--- src/rtl/gtfc_pkg.sv ---
// shared types, stage numbering and constants for the gtf mode timing calculator
package gtfc_pkg;

    // pipeline stage numbering
    localparam int NSTAGE     = 26;
    localparam int S_PRE      = 0;   // blanking fraction terms
    localparam int S_DIV1_END = 10;  // stages 1..10: vertical blank quotient, one bit each
    localparam int S_VTOT     = 11;  // vertical total and line rate
    localparam int S_DUTY     = 12;  // duty numerator and denominator
    localparam int S_NUM      = 13;  // horizontal blank dividend
    localparam int S_SIGN     = 14;  // negative dividend handling
    localparam int S_DIV2_END = 21;  // stages 15..21: blank quotient, one bit each
    localparam int S_HPOS     = 22;  // horizontal positions
    localparam int S_MUL      = 23;  // pixel clock partial products
    localparam int S_SCALE    = 24;  // reciprocal scaling
    localparam int S_PCLK     = 25;  // pixel clock sum, output register

    // formula constants
    localparam int VB_BASE   = 20000;
    localparam int VB_FACTOR = 11;
    localparam int DUTY_HI   = 30000;
    localparam int DUTY_A    = 3;
    localparam int DUTY_B    = 7;
    localparam int HS_ROUND  = 50;
    localparam int HS_MUL    = 8;
    localparam int VS_LEN    = 3;
    localparam int KHZ_DIV   = 1000;

    // reciprocals: v / 1000 for v < 2^21, n / 1000 for n < 2^23, n / 100 for n < 2^13
    localparam int RCP_1000_V   = 2147484;
    localparam int RCP_1000_V_S = 31;
    localparam int RCP_1000_L   = 8589935;
    localparam int RCP_1000_L_S = 33;
    localparam int RCP_100      = 5243;
    localparam int RCP_100_S    = 19;

    typedef logic [4:0] t_stage;

    // one item as it moves down the pipeline
    typedef struct packed {
        logic [11:0]        x;
        logic [11:0]        y;
        logic [7:0]         f;
        logic [24:0]        num1;     // dividend, then partial remainder
        logic [15:0]        den1;
        logic [9:0]         q1;
        logic [12:0]        vbl;
        logic [20:0]        v;
        logic signed [22:0] n;
        logic [23:0]        d;
        logic [10:0]        vh;
        logic [9:0]         vl;
        logic signed [35:0] num2;
        logic [28:0]        den2;
        logic [34:0]        rem2;
        logic [6:0]         k;
        logic               clamp;
        logic [12:0]        tot;
        logic [15:0]        hs_end;
        logic [15:0]        hbl_last;
        logic [23:0]        p_hi;
        logic [22:0]        p_lo;
        logic [24:0]        c100;
        logic [12:0]        lo_q;
        logic [15:0]        hs_begin;
        logic [22:0]        pix;
    } t_item;

    // per-stage flow control
    typedef struct packed {
        logic [NSTAGE-1:0] en;
        logic [NSTAGE-1:0] vld;
    } t_flow;

endpackage

--- src/rtl/gtfc_flow.sv ---
// valid bits and per-stage load enables for the timing pipeline
module gtfc_flow (
    input  logic            i_clk,
    input  logic            i_rst_n,
    input  logic            i_valid,
    input  logic            i_stall,
    output gtfc_pkg::t_flow o_flow
);

    logic [gtfc_pkg::NSTAGE-1:0] r_vld;
    logic [gtfc_pkg::NSTAGE-1:0] n_vld;
    logic [gtfc_pkg::NSTAGE-1:0] en;

    // a stage loads when empty or when the next one moves
    always_comb begin
        en[gtfc_pkg::NSTAGE-1] = !r_vld[gtfc_pkg::NSTAGE-1] || !i_stall;
        for (int s = gtfc_pkg::NSTAGE - 2; s >= 0; s--) begin
            en[s] = !r_vld[s] || en[s+1];
        end
    end

    // valid bits follow the data
    always_comb begin
        for (int s = 0; s < gtfc_pkg::NSTAGE; s++) begin
            if (!en[s]) begin
                n_vld[s] = r_vld[s];
            end else if (s == 0) begin
                n_vld[s] = i_valid;
            end else begin
                n_vld[s] = r_vld[s-1];
            end
        end
    end

    always_ff @(posedge i_clk) begin
        if (!i_rst_n) begin
            r_vld <= '0;
        end else begin
            r_vld <= n_vld;
        end
    end

    assign o_flow.en  = en;
    assign o_flow.vld = r_vld;

`ifndef SYNTHESIS
    // input only stalls when every stage holds an item
    a_stall_full: assert property (@(posedge i_clk) disable iff (!i_rst_n)
        !en[0] |-> &r_vld)
        else $error("input stalled with a bubble in the pipeline");

    // an accepted item lands in the first stage
    a_accept_lands: assert property (@(posedge i_clk) disable iff (!i_rst_n)
        (i_valid && en[0]) |=> r_vld[0])
        else $error("accepted item lost at pipeline entry");

    // with no output stall the whole pipeline moves
    a_free_flow: assert property (@(posedge i_clk) disable iff (!i_rst_n)
        !i_stall |-> &en)
        else $error("stage held without output stall");

    // a stalled result is kept
    a_out_hold: assert property (@(posedge i_clk) disable iff (!i_rst_n)
        (r_vld[gtfc_pkg::NSTAGE-1] && i_stall) |=> r_vld[gtfc_pkg::NSTAGE-1])
        else $error("stalled result dropped");
`endif

endmodule

--- config.mk ---
export PLATFORM = sky130hd
export DESIGN_NAME = gtfc_flow
export DESIGN_NICKNAME = d
export VERILOG_FILES = /design/src/rtl/gtfc_pkg.sv /design/src/rtl/gtfc_flow.sv
export SDC_FILE = /design/constraint.sdc
export NUM_CORES = 1
export LEC_CHECK = 0
export ABC_AREA = 1
export ABC_CLOCK_PERIOD_IN_PS = 3150
export BUFFER_PORTS_ARGS = -buffer_cell sky130_fd_sc_hd__buf_2
export CORE_MARGIN = 2
export CORE_UTILIZATION = 25
export CTS_BUF_LIST = sky130_fd_sc_hd__clkbuf_4 sky130_fd_sc_hd__clkbuf_8
export DETAILED_ROUTE_END_ITERATION = 8
export SYNTH_ARGS = -nofsm -noshare
export SYNTH_HDL_FRONTEND = slang
export SYNTH_SLANG_ARGS = --single-unit
--- constraint.sdc ---
create_clock -name i_clk -period 3.15 [get_ports i_clk]
set_clock_uncertainty 0.2 [all_clocks]
set_input_delay 0.1575 -clock i_clk [delete_from_list [all_inputs] [get_ports i_clk]]
set_output_delay 0.1575 -clock i_clk [all_outputs]
set_load 0.05 [all_outputs]
# --- Yosys cells after proc, flatten, opt, wreduce, memory -nomap -nowiden ---
# Index checks and enable logic that the tools add are counted.
op_classes:
  n_reduce_logical: 53
ops:
  columns: ["cell", "count"]
  rows:
  - ["$logic_not 1->1", 27]
  - ["$logic_or 1x1->1", 26]
word_totals:
  ff_bits: 26
  in_bits: 4
  output_inout_bits: 52
  word_cells: 79

# --- Logic depth before layout (Yosys ltp) ---
# Gate-level depths: netlist of the first run.
logic_depth:
  word_depth: 27
  ltp_mapped: 14
  ltp_nobuf: 14

# --- Least setup slack after synthesis of the first run ---
# Ideal clock, no wire load.
synth_path:
  kind: "register to register"
  startpoint: "register r_vld[24] (netlist name)"
  endpoint: "register r_vld[1] (netlist name)"
  setup_time_ps: 69
  arrival_time_ps: 4288
  required_ps: 2881
  slack_ps: -1408
  stages_incl_launch_ff: 15
  cell_sequence: "dfxtp_1 > nand3_2 > nor2_4 > nand4_4 > nor2_4 > nand4_4 > nor2_4 > nand4_4 > nor2_4 > nand4_4 > nor2_4 > nand4_4 > nor2_8 > nand3_2 > a21oi_2"
synth_rtl:
  columns: ["item", "line", "rtl"]
  rows:
  - ["start: declaration", "gtfc_flow.sv:10", "logic [gtfc_pkg::NSTAGE-1:0] r_vld;"]
  - ["start signal: assignment", "gtfc_flow.sv:39", "r_vld <= n_vld;"]

==> impl_results.md, run 1 <==
* Syn Area/Cell at 9.351 um^2
* Final Cycle Share at 0.9426
* Crit path time final at 2.969 ns
* Max reg flops at 26
* # IOs at 56
* Synth area leaders: dfxtp_1 49%, nand4_4 12%, inv_1 9.5%, a21oi_1 8.0%, nor2_4 5.3%
* Worst setup margin at 0.1808 ns
* Syn Nets at 118
* Synthesized area at 1066 um^2
* Reg power frac at 0.610
* Gr usage total at 0.09951
* CP endpoint kind: primary output
* Inst Count DP at 217
* First-pass GRT wire length at 3.926 mm
* Ys flop type: dfxtp_1
* Clock root buffer master: clkbuf_8
* Die X at 69.30 um
* Clock sink total at 26
* Antenna Cells at 0
* Total Power at 543.8 uW
* Share of layout cells above drive strength 1 at 0.4602
* Crit-path max cell delay at 0.37 ns
* Vias per Instance at 4.150
* First-pass DRT Iterations at 3
* Fmax at 336.8 MHz
* Clock Tree Buf Depth at 2
* Total negative slack at 0 ns
* Routed wire length per instance at 10.54 um
* Post-route ant nets at 0
* Post-synthesis register bit count at 26
* Metal-1 WL at 1.022 mm
* Worst-path cell chain: nand3_4, nor2_4, nand4_4, nor2_4, nand4_4, nor2_4, nand4_4, nor2_4, nand4_4, nor2_4, nand4_4, nor2_8, nand4_4, clkbuf_4
* Layout net count at 181
* Antenna violations before repair at 0
* Synth cell count leaders: 27 x inv_1, 26 x dfxtp_1, 17 x a21oi_1, 13 x nor2_1
* Initial Util at 0.2627
* Placement Setup Slack at 0.4362 ns
* Metal2 WL at 1.200 mm
* Post-synth top area share at 0.4883
* Dpl hpwl at 1.790 mm
* Unrepaired setup endpoints after global routing: no
* Net Switching at 121.9 uW
* Final Non-Filler Cells at 226
* Peak VDD IR at 250.7 uV
* Regs by FF count: r_vld (26)
* Max Cap Violations at 0
* Highest routed metal layer: met4
* Num rows at 23
* Syn Inst Count at 114
* Worst hold margin at 0.09331 ns
* Grt ovf at 0
* Area growth, synth to finish at 41.90%
* Crit path kind: reg2out
* Drc violations at 0
* Combinational fraction of design power at 0.041
* Final WL at 2.383 mm
* GP Congestion at 0.7865
* Status: finished clean
* Path type of the worst min-delay path: in2reg
* Vias in the first global route at 860
* Leakage at 0.0006665 uW
* I/O Buffers at 55
* Top cell family by delay on the critical path: simple AND/OR/NAND/NOR gates
* Count of cell types in the netlist at 15
* WP data required at 2.79 ns
* Clock network power share at 0.349
* Filler instances at 405
* Sequential fraction of the synthesis area at 0.4883
* DR WL met3 at 130 um
* Final max-slew violation count at 0
* Multi-input logic area at 447.9 um^2
* Most common cell in the netlist: inv_1
* Die Footprint at 4802 um^2
* Critical-path top delay cell: dfxtp_4
* Most flops, register: r_vld
* H-tree depth at 1
* DR iter-0 viols at 18
* Number of flops mapped to enable cells by yosys at 0
* Crit path DAT at 2.61 ns
* Later-pin clock latency in the skew report at 0.27 ns
* Largest net degree at the start of global routing at 27
* Clock buffer count from CTS at 3
* Core area at 4058 um^2
* Synthesis warning total at 0
* Via count at 938
* Hold Vio Cnt, Final at 0
* CTS tree: done
* Transition time of the tightest slew-check pin at 0.7664 ns
* Fraction of registers with async set/reset at 0
* Leading area contributor after synthesis: dfxtp_1
* Critical path's most frequent cell: nand4_4
* Slew margin rel. at 0.4859
* Die Ht at 69.30 um
* Crit path buffers/inverters at 1
* Crit path max fanout at 5
* Worst-path clk slew at 0.09 ns
* Final Setup Violations at 0
* Switching share of power at 0.2242
* Int Power at 421.9 uW
* Register Area at 529.3 um^2
* Critical path startpoint category: flop
* P per Cell Area at 359.5 nW/um^2
==> layout make-up <==
type                       instances  share of cell area
tap                               50             0.04136
inverter                          28             0.06948
timing repair buffer              60              0.2134
clock inverter                     1            0.002481
sequential                        26              0.3499
multi-input combinational         58              0.2961
clock buffer                       3             0.02730
==> final timing paths <==
kind	startpoint	end	slack, ns	cells past startpoint
worst min register to register	r_vld[24]$_SDFFE_PN0P_	r_vld[25]$_SDFFE_PN0P_	0.30	2
worst max-delay path	r_vld[25]$_SDFFE_PN0P_	o_flow[26]	0.18	14
worst min-delay path	i_stall	r_vld[20]$_SDFFE_PN0P_	0.09	5
worst max register to register	r_vld[25]$_SDFFE_PN0P_	r_vld[0]$_SDFFE_PN0P_	0.63	14
==> kinds of logic after synthesis <==
family / share of synthesized area
AOI/OAI and AO/OA: 0.1045
buffers and inverters: 0.1056
DFF: 0.4883
and+or+nand+nor: 0.3016
==> metal layers <==
layer	track usage	vias to the layer above
met1	0.1140	425
met2	0.1774	30
met5	0	-
li1	-	481
met3	0.03198	2
met4	0.02614	0
==> cells in the final DEF, fill, tap and decap left out, drive strengths merged <==
cell          n
nor2         19
clkbuf        4
nand3         6
inv          27
buf          56
clkinv        2
dfxtp        26
a21oi        20
dlygate4sd3   3
nand4         6
nand2         7
==> power groups by stage <==
stage	registers (uW)	logic (uW)	clock network, uW
final	332	22.4	190
after global routing	332	24.2	211
after CTS	332	22.7	201
after detailed placement	340	20.8	0
after global placement	340	20.8	0
after floorplan	346	7.57	0
==> timing repair <==
item,in CTS,in global routing
hold buffers,3,0
setup buffers,0,2
endpoints found under the setup margin,0,3
endpoints found under the hold margin,3,0
resized for setup,0,1
==> through the flow <==
| step | util | instance area, um^2 |
|---|---|---|
| floorplan | - | 1090 |
| global placement | 0.3500 | 1420 |
| detailed placement | 0.3500 | 1420 |
| CTS | 0.3685 | 1495 |
| global route | 0.3728 | 1513 |
| finish | 0.3728 | 1513 |
==> worst reg2reg max path: cells and delay by family, from the launching register on <==
| family | cells | cell delay, ns |
|---|---|---|
| AO/OA/AOI/OAI | 1 | 0.13 |
| flip-flops | 1 | 0.37 |
| AND/OR/NAND/NOR | 13 | 1.74 |
(Power assumes the default switching activity.)
==> run 2: changes to the inputs <==
--- a/config.mk
+++ b/config.mk
@@ -11,5 +11,6 @@
 export CORE_MARGIN = 2
-export CORE_UTILIZATION = 25
+export CORE_UTILIZATION = 46
 export CTS_BUF_LIST = sky130_fd_sc_hd__clkbuf_4 sky130_fd_sc_hd__clkbuf_8
 export DETAILED_ROUTE_END_ITERATION = 8
+export PLACE_DENSITY = 0.81
 export SYNTH_ARGS = -nofsm -noshare
==> constraint.sdc (replaced) <==
create_clock -name i_clk -period 3.15 [get_ports i_clk]
set_clock_uncertainty 0.2 [all_clocks]
set_input_delay 0.315 -clock i_clk [delete_from_list [all_inputs] [get_ports i_clk]]
set_output_delay 0.315 -clock i_clk [all_outputs]
set_load 0.05 [all_outputs]
==> run 2 against run 1 <==
  * Wire length is 2.6% lower
  * Critical path type unchanged
  * Sequential power hardly changed
  * Highest routed layer unchanged
  * Largest cell class unchanged
  * Hold slack worse by 0.021 ns
  * Flip-flop and latch count stayed put
  * Critical endpoint unchanged
  * Combinational power is 9.4% lower
  * Count of clock-buffer cells in the layout is 1 higher
==> impl_results.md, run 2 (synthesis gave the netlist of run 1 again) <==
* Leakage at 0.0007324 uW
* Most flops, register: r_vld
* Crit path kind: reg2out
* CTS tree: done
* Num rows at 17
* Die Footprint at 2719 um^2
* Grt ovf at 0
* Commonest non-fill, non-tap cell in the layout: buf_2
* Highest routed metal layer: met4
* Metal-1 WL at 874 um
* Dpl hpwl at 1.661 mm
* Unrepaired setup endpoints after global routing: yes
* Largest net degree at the start of global routing at 27
* Final WL at 2.322 mm
* Core area at 2212 um^2
* P per Cell Area at 323.6 nW/um^2
* Peak VDD IR at 257.0 uV
* # hold bufs at CTS at 0
* Clock root buffer master: clkbuf_4
* # IOs at 56
* I/O Buffers at 55
* Clock sink total at 26
* Total Power at 510.5 uW
* Crit path time final at 3.104 ns
* Commonest cells after routing, fill and taps aside: 51 x buf_2, 26 x inv_1, 23 x dfxtp_1
* Crit path max fanout at 5
* Post-route ant nets at 0
* Worst-path clk slew at 0.12 ns
* Share of layout cells above drive strength 1 at 0.5161
* Final Non-Filler Cells at 214
* DR iter-0 viols at 8
* Max reg flops at 26
* H-tree depth at 1
* First-pass DRT Iterations at 4
* Regs by FF count: r_vld (26)
* Die Ht at 52.14 um
* Final Cycle Share at 0.9854
* Final core occ at 0.7132
* Hold Vio Cnt, Final at 0
* Max Cap Violations at 0
* Status: finished clean
* Die X at 52.14 um
* Antenna Cells at 0
* Inst Count DP at 195
* Vias per Instance at 4.584
* Crit path DAT at 2.59 ns
* Fmax at 322.2 MHz
* Slew margin rel. at 0.5144
* DR WL met3 at 146 um
* Initial Util at 0.4819
* Area growth, synth to finish at 48.00%
* Layout net count at 191
* Antenna violations before repair at 0
* Final Setup Violations at 0
* Clock Tree Buf Depth at 2
* Transition time of the tightest slew-check pin at 0.7239 ns
* R2R setup slack at 0.49 ns
* Clock buffer count from CTS at 3
* Metal2 WL at 1.284 mm
* CP endpoint kind: primary output
* Vias in the first global route at 850
* Later-pin clock latency in the skew report at 0.31 ns
* WP data required at 2.63 ns
* First-pass GRT wire length at 3.443 mm
* Via count at 981
* Routed wire length per instance at 10.85 um
* Path type of the worst min-delay path: in2reg
* Filler instances at 170
* GP Congestion at 0.6711
* Drc violations at 0
* Critical path startpoint category: flop
* Gr usage total at 0.1695
* Final max-slew violation count at 0
[run 2: cell count changes in the layout (fill, tap and decap cells not counted)]
| cell | change |
|---|---|
| buf_4 | +13 |
| buf_8 | +2 |
| buf_2 | -3 |
| clkbuf_4 | +2 |
| dlygate4sd3_1 | -3 |
| clkinvlp_4 | +1 |
| buf_6 | +2 |
| clkbuf_8 | -2 |
| clkinv_1 | -1 |
| inv_1 | -1 |
[run 2: critical path, stage by stage (launching register included)]
cell and delay [ns]:
dfxtp_4 0.38, nand3_4 0.08, nor2_4 0.16, nand4_4 0.10, nor2_4 0.13, nand4_4 0.10, nor2_4 0.18, nand4_4 0.11
nor2_4 0.17, nand4_4 0.11, nor2_4 0.14, nand4_4 0.13, nor2_8 0.21, nand4_4 0.11, buf_8 0.18
[run 2: layout make-up]
cell class / count / area (um^2) / share of cell area
clock buffers: 4 / 36.28 / 0.02300
inverters: 28 / 108.9 / 0.06899
multi-input cells: 58 / 447.9 / 0.2839
flip-flops and latches: 26 / 529.3 / 0.3354
well taps: 28 / 35.03 / 0.02220
repair buffers: 70 / 420.4 / 0.2665
[run 2: stage by stage]
stage | TNS, ns | worst slack [ns] | area (um^2) | hold slack [ns]
after floorplan | -10.83 | -0.9964 | 1094 | 0.2593
after global placement | 0 | 0.2711 | 1396 | 0.2776
after detailed placement | 0 | 0.1847 | 1396 | 0.2899
after CTS | 0 | 0.006860 | 1450 | 0.04424
after global routing | -0.3778 | -0.1123 | 1578 | 0.04364
final | 0 | 0.04597 | 1578 | 0.07242
[run 2: power by group]
| group | leakage [uW] | total [uW] | switching [uW] | internal, uW |
|---|---|---|---|---|
| combinational | 0.000499 | 20.3 | 16.1 | 4.26 |
| clock | 0.0000210 | 158 | 87.5 | 70.5 |
| sequential | 0.000212 | 332 | 3.13 | 329 |
[run 2: what timing repair did]
action                     in CTS  in global routing
buffers inserted                2                 13
gates resized for setup         1                 12
setup endpoints to repair       4                  5
pin swaps                       3                  7
[run 2: worst paths after layout]
check                               from                     to  cells after the start
setup reg to reg  r_vld[24]$_SDFFE_PN0P_  r_vld[0]$_SDFFE_PN0P_                     15
hold reg to reg    r_vld[8]$_SDFFE_PN0P_  r_vld[9]$_SDFFE_PN0P_                      2
setup / recovery  r_vld[24]$_SDFFE_PN0P_             o_flow[26]                     14
hold / removal                   i_valid  r_vld[0]$_SDFFE_PN0P_                      3
[run 2: metal layers]
metal | vias to the layer above | global-route usage
met4 | 0 | 0.07692
met3 | 2 | 0.02586
met1 | 445 | 0.1931
met5 | - | 0
met2 | 34 | 0.3080
li1 | 500 | -
==> run 3: changes to the inputs <==
MAX_ROUTING_LAYER = met4   (was default)
==> run 3 against run 2 <==
  * Combinational power about the same
  * Count of clock-buffer cells in the layout unchanged
  * Power about the same
  * Critical path type unchanged
==> impl_results.md, run 3 (synthesis gave the netlist of run 1 again) <==
* Largest net degree at the start of global routing at 27
* Clock buffer count from CTS at 3
* Worst r2r path cells at 15
* # hold bufs at CTS at 0
* Regs by FF count: r_vld (26)
* Peak VDD IR at 257.0 uV
* Crit path kind: reg2out
* Num rows at 17
* Commonest cells after routing, fill and taps aside: 51 x buf_2, 26 x inv_1, 23 x dfxtp_1
* Min-delay src: i_valid
* Total negative slack at 0 ns
* Dpl hpwl at 1.661 mm
* Hold Path End: r_vld[0]$_SDFFE_PN0P_
* Crit path time final at 3.104 ns
* Status: finished clean
* H-tree depth at 1
* RR Startpoint: r_vld[24]$_SDFFE_PN0P_
* Placement-stage cell area at 1396 um^2
* Grt ovf at 0
* Crit path DAT at 2.59 ns
* CP endpoint kind: primary output
* Worst-path cell chain: nand3_4, nor2_4, nand4_4, nor2_4, nand4_4, nor2_4, nand4_4, nor2_4, nand4_4, nor2_4, nand4_4, nor2_8, nand4_4, buf_8
* Top cell family by delay on the critical path: simple AND/OR/NAND/NOR gates
* Crit-path max cell delay at 0.38 ns
* Final max-slew violation count at 0
* Unrepaired setup endpoints after global routing: yes
* Leakage at 0.0007324 uW
* First-pass GRT wire length at 3.443 mm
* Clock root buffer master: clkbuf_4
* Worst hold margin at 0.07209 ns
* Worst-path clk slew at 0.12 ns
* Max Cap Violations at 0
* Vias per Instance at 4.584
* Critical path's most frequent cell: nand4_4
* Path type of the worst min-delay path: in2reg
* Critical-path top delay cell: dfxtp_4
* Most flops, register: r_vld
* DR iter-0 viols at 8
* Later-pin clock latency in the skew report at 0.31 ns
* Core area at 2212 um^2
* Transition time of the tightest slew-check pin at 0.7240 ns
* Clock sink total at 26
* Crit path buffers/inverters at 1
* Initial Util at 0.4819
* Routed wire length per instance at 10.85 um
* Die Ht at 52.14 um
* Drc violations at 0
* I/O Buffers at 55
* Placement Setup Slack at 0.1847 ns
* # IOs at 56
* P per Cell Area at 323.6 nW/um^2
* Antenna violations before repair at 0
* Max reg flops at 26
* Die X at 52.14 um
* RR Endpoint: r_vld[0]$_SDFFE_PN0P_
* Critical path startpoint category: flop
* Worst setup margin at 0.04558 ns
* Share of layout cells above drive strength 1 at 0.5161
* Hold Vio Cnt, Final at 0
* Via count at 981
* Slew margin rel. at 0.5144
* GP Congestion at 0.6777
* Antenna Cells at 0
* Commonest non-fill, non-tap cell in the layout: buf_2
* Gr usage total at 0.1739
* CTS tree: done
* Number of cells on the critical path at 14
* Final core occ at 0.7132
* Layout net count at 191
* Final WL at 2.322 mm
* Vias in the first global route at 851
* Hold depth at 3
* Final instance area at 1578 um^2
* Clock Tree Buf Depth at 2
* Final Setup Violations at 0
* Post-route ant nets at 0
* Die Footprint at 2719 um^2
* First-pass DRT Iterations at 4
* Crit path max fanout at 5
* R2R setup slack at 0.49 ns
* Area growth, synth to finish at 48.00%
* Fmax at 322.1 MHz
* Final Cycle Share at 0.9855
* WP data required at 2.63 ns
[run 3: final cells by class]
cell class	instances	area, um^2
repair buffers	70	420.4
inverters	28	108.9
multi-input cells	58	447.9
fillers	170	634.4
clock buffers	4	36.28
flip-flops and latches	26	529.3
well taps	28	35.03
[run 3: through the flow]
stage | instances | power, uW
CTS | 201 | 518.9
finish | 214 | 510.6
detailed placement | 195 | 359.9
floorplan | 114 | 354.0
global placement | 195 | 359.6
global route | 214 | 534.5
[run 3: per-layer routing]
metal / global-route usage / up-vias / routed length, um
li1: - / 500 / -
met4: 0.07692 / 0 / 18
met3: 0.02586 / 2 / 149
met1: 0.1931 / 445 / 870
met5: - / - / 0
met2: 0.3080 / 34 / 1284
[run 3: worst max path at each step]
stage                                       from    endpoint  slack (ns)
after CTS                 r_vld[25]$_SDFFE_PN0P_  o_flow[26]       0.007
final                     r_vld[24]$_SDFFE_PN0P_  o_flow[26]        0.05
after floorplan           r_vld[24]$_SDFFE_PN0P_  o_flow[29]        -1.0
after global routing      r_vld[24]$_SDFFE_PN0P_  o_flow[26]       -0.11
after global placement                   i_stall  o_flow[26]        0.27
after detailed placement                 i_stall  o_flow[26]        0.18
[run 3: what timing repair did]
action,4_1_cts,5_1_grt
endpoints found under the setup margin,4,5
pin swaps,3,7
resized for setup,1,12
endpoints found under the hold margin,0,0
setup buffers,2,13
[run 3: report_power, final]
part	switching (uW)	internal, uW
Combinational	16.1	4.26
Sequential	3.13	329
Clock	87.6	70.5
Total	107	404
[run 3: worst min-delay path, stage by stage]
cell     delay [ns]
buf_2          0.10
inv_1          0.07
a21oi_2        0.06
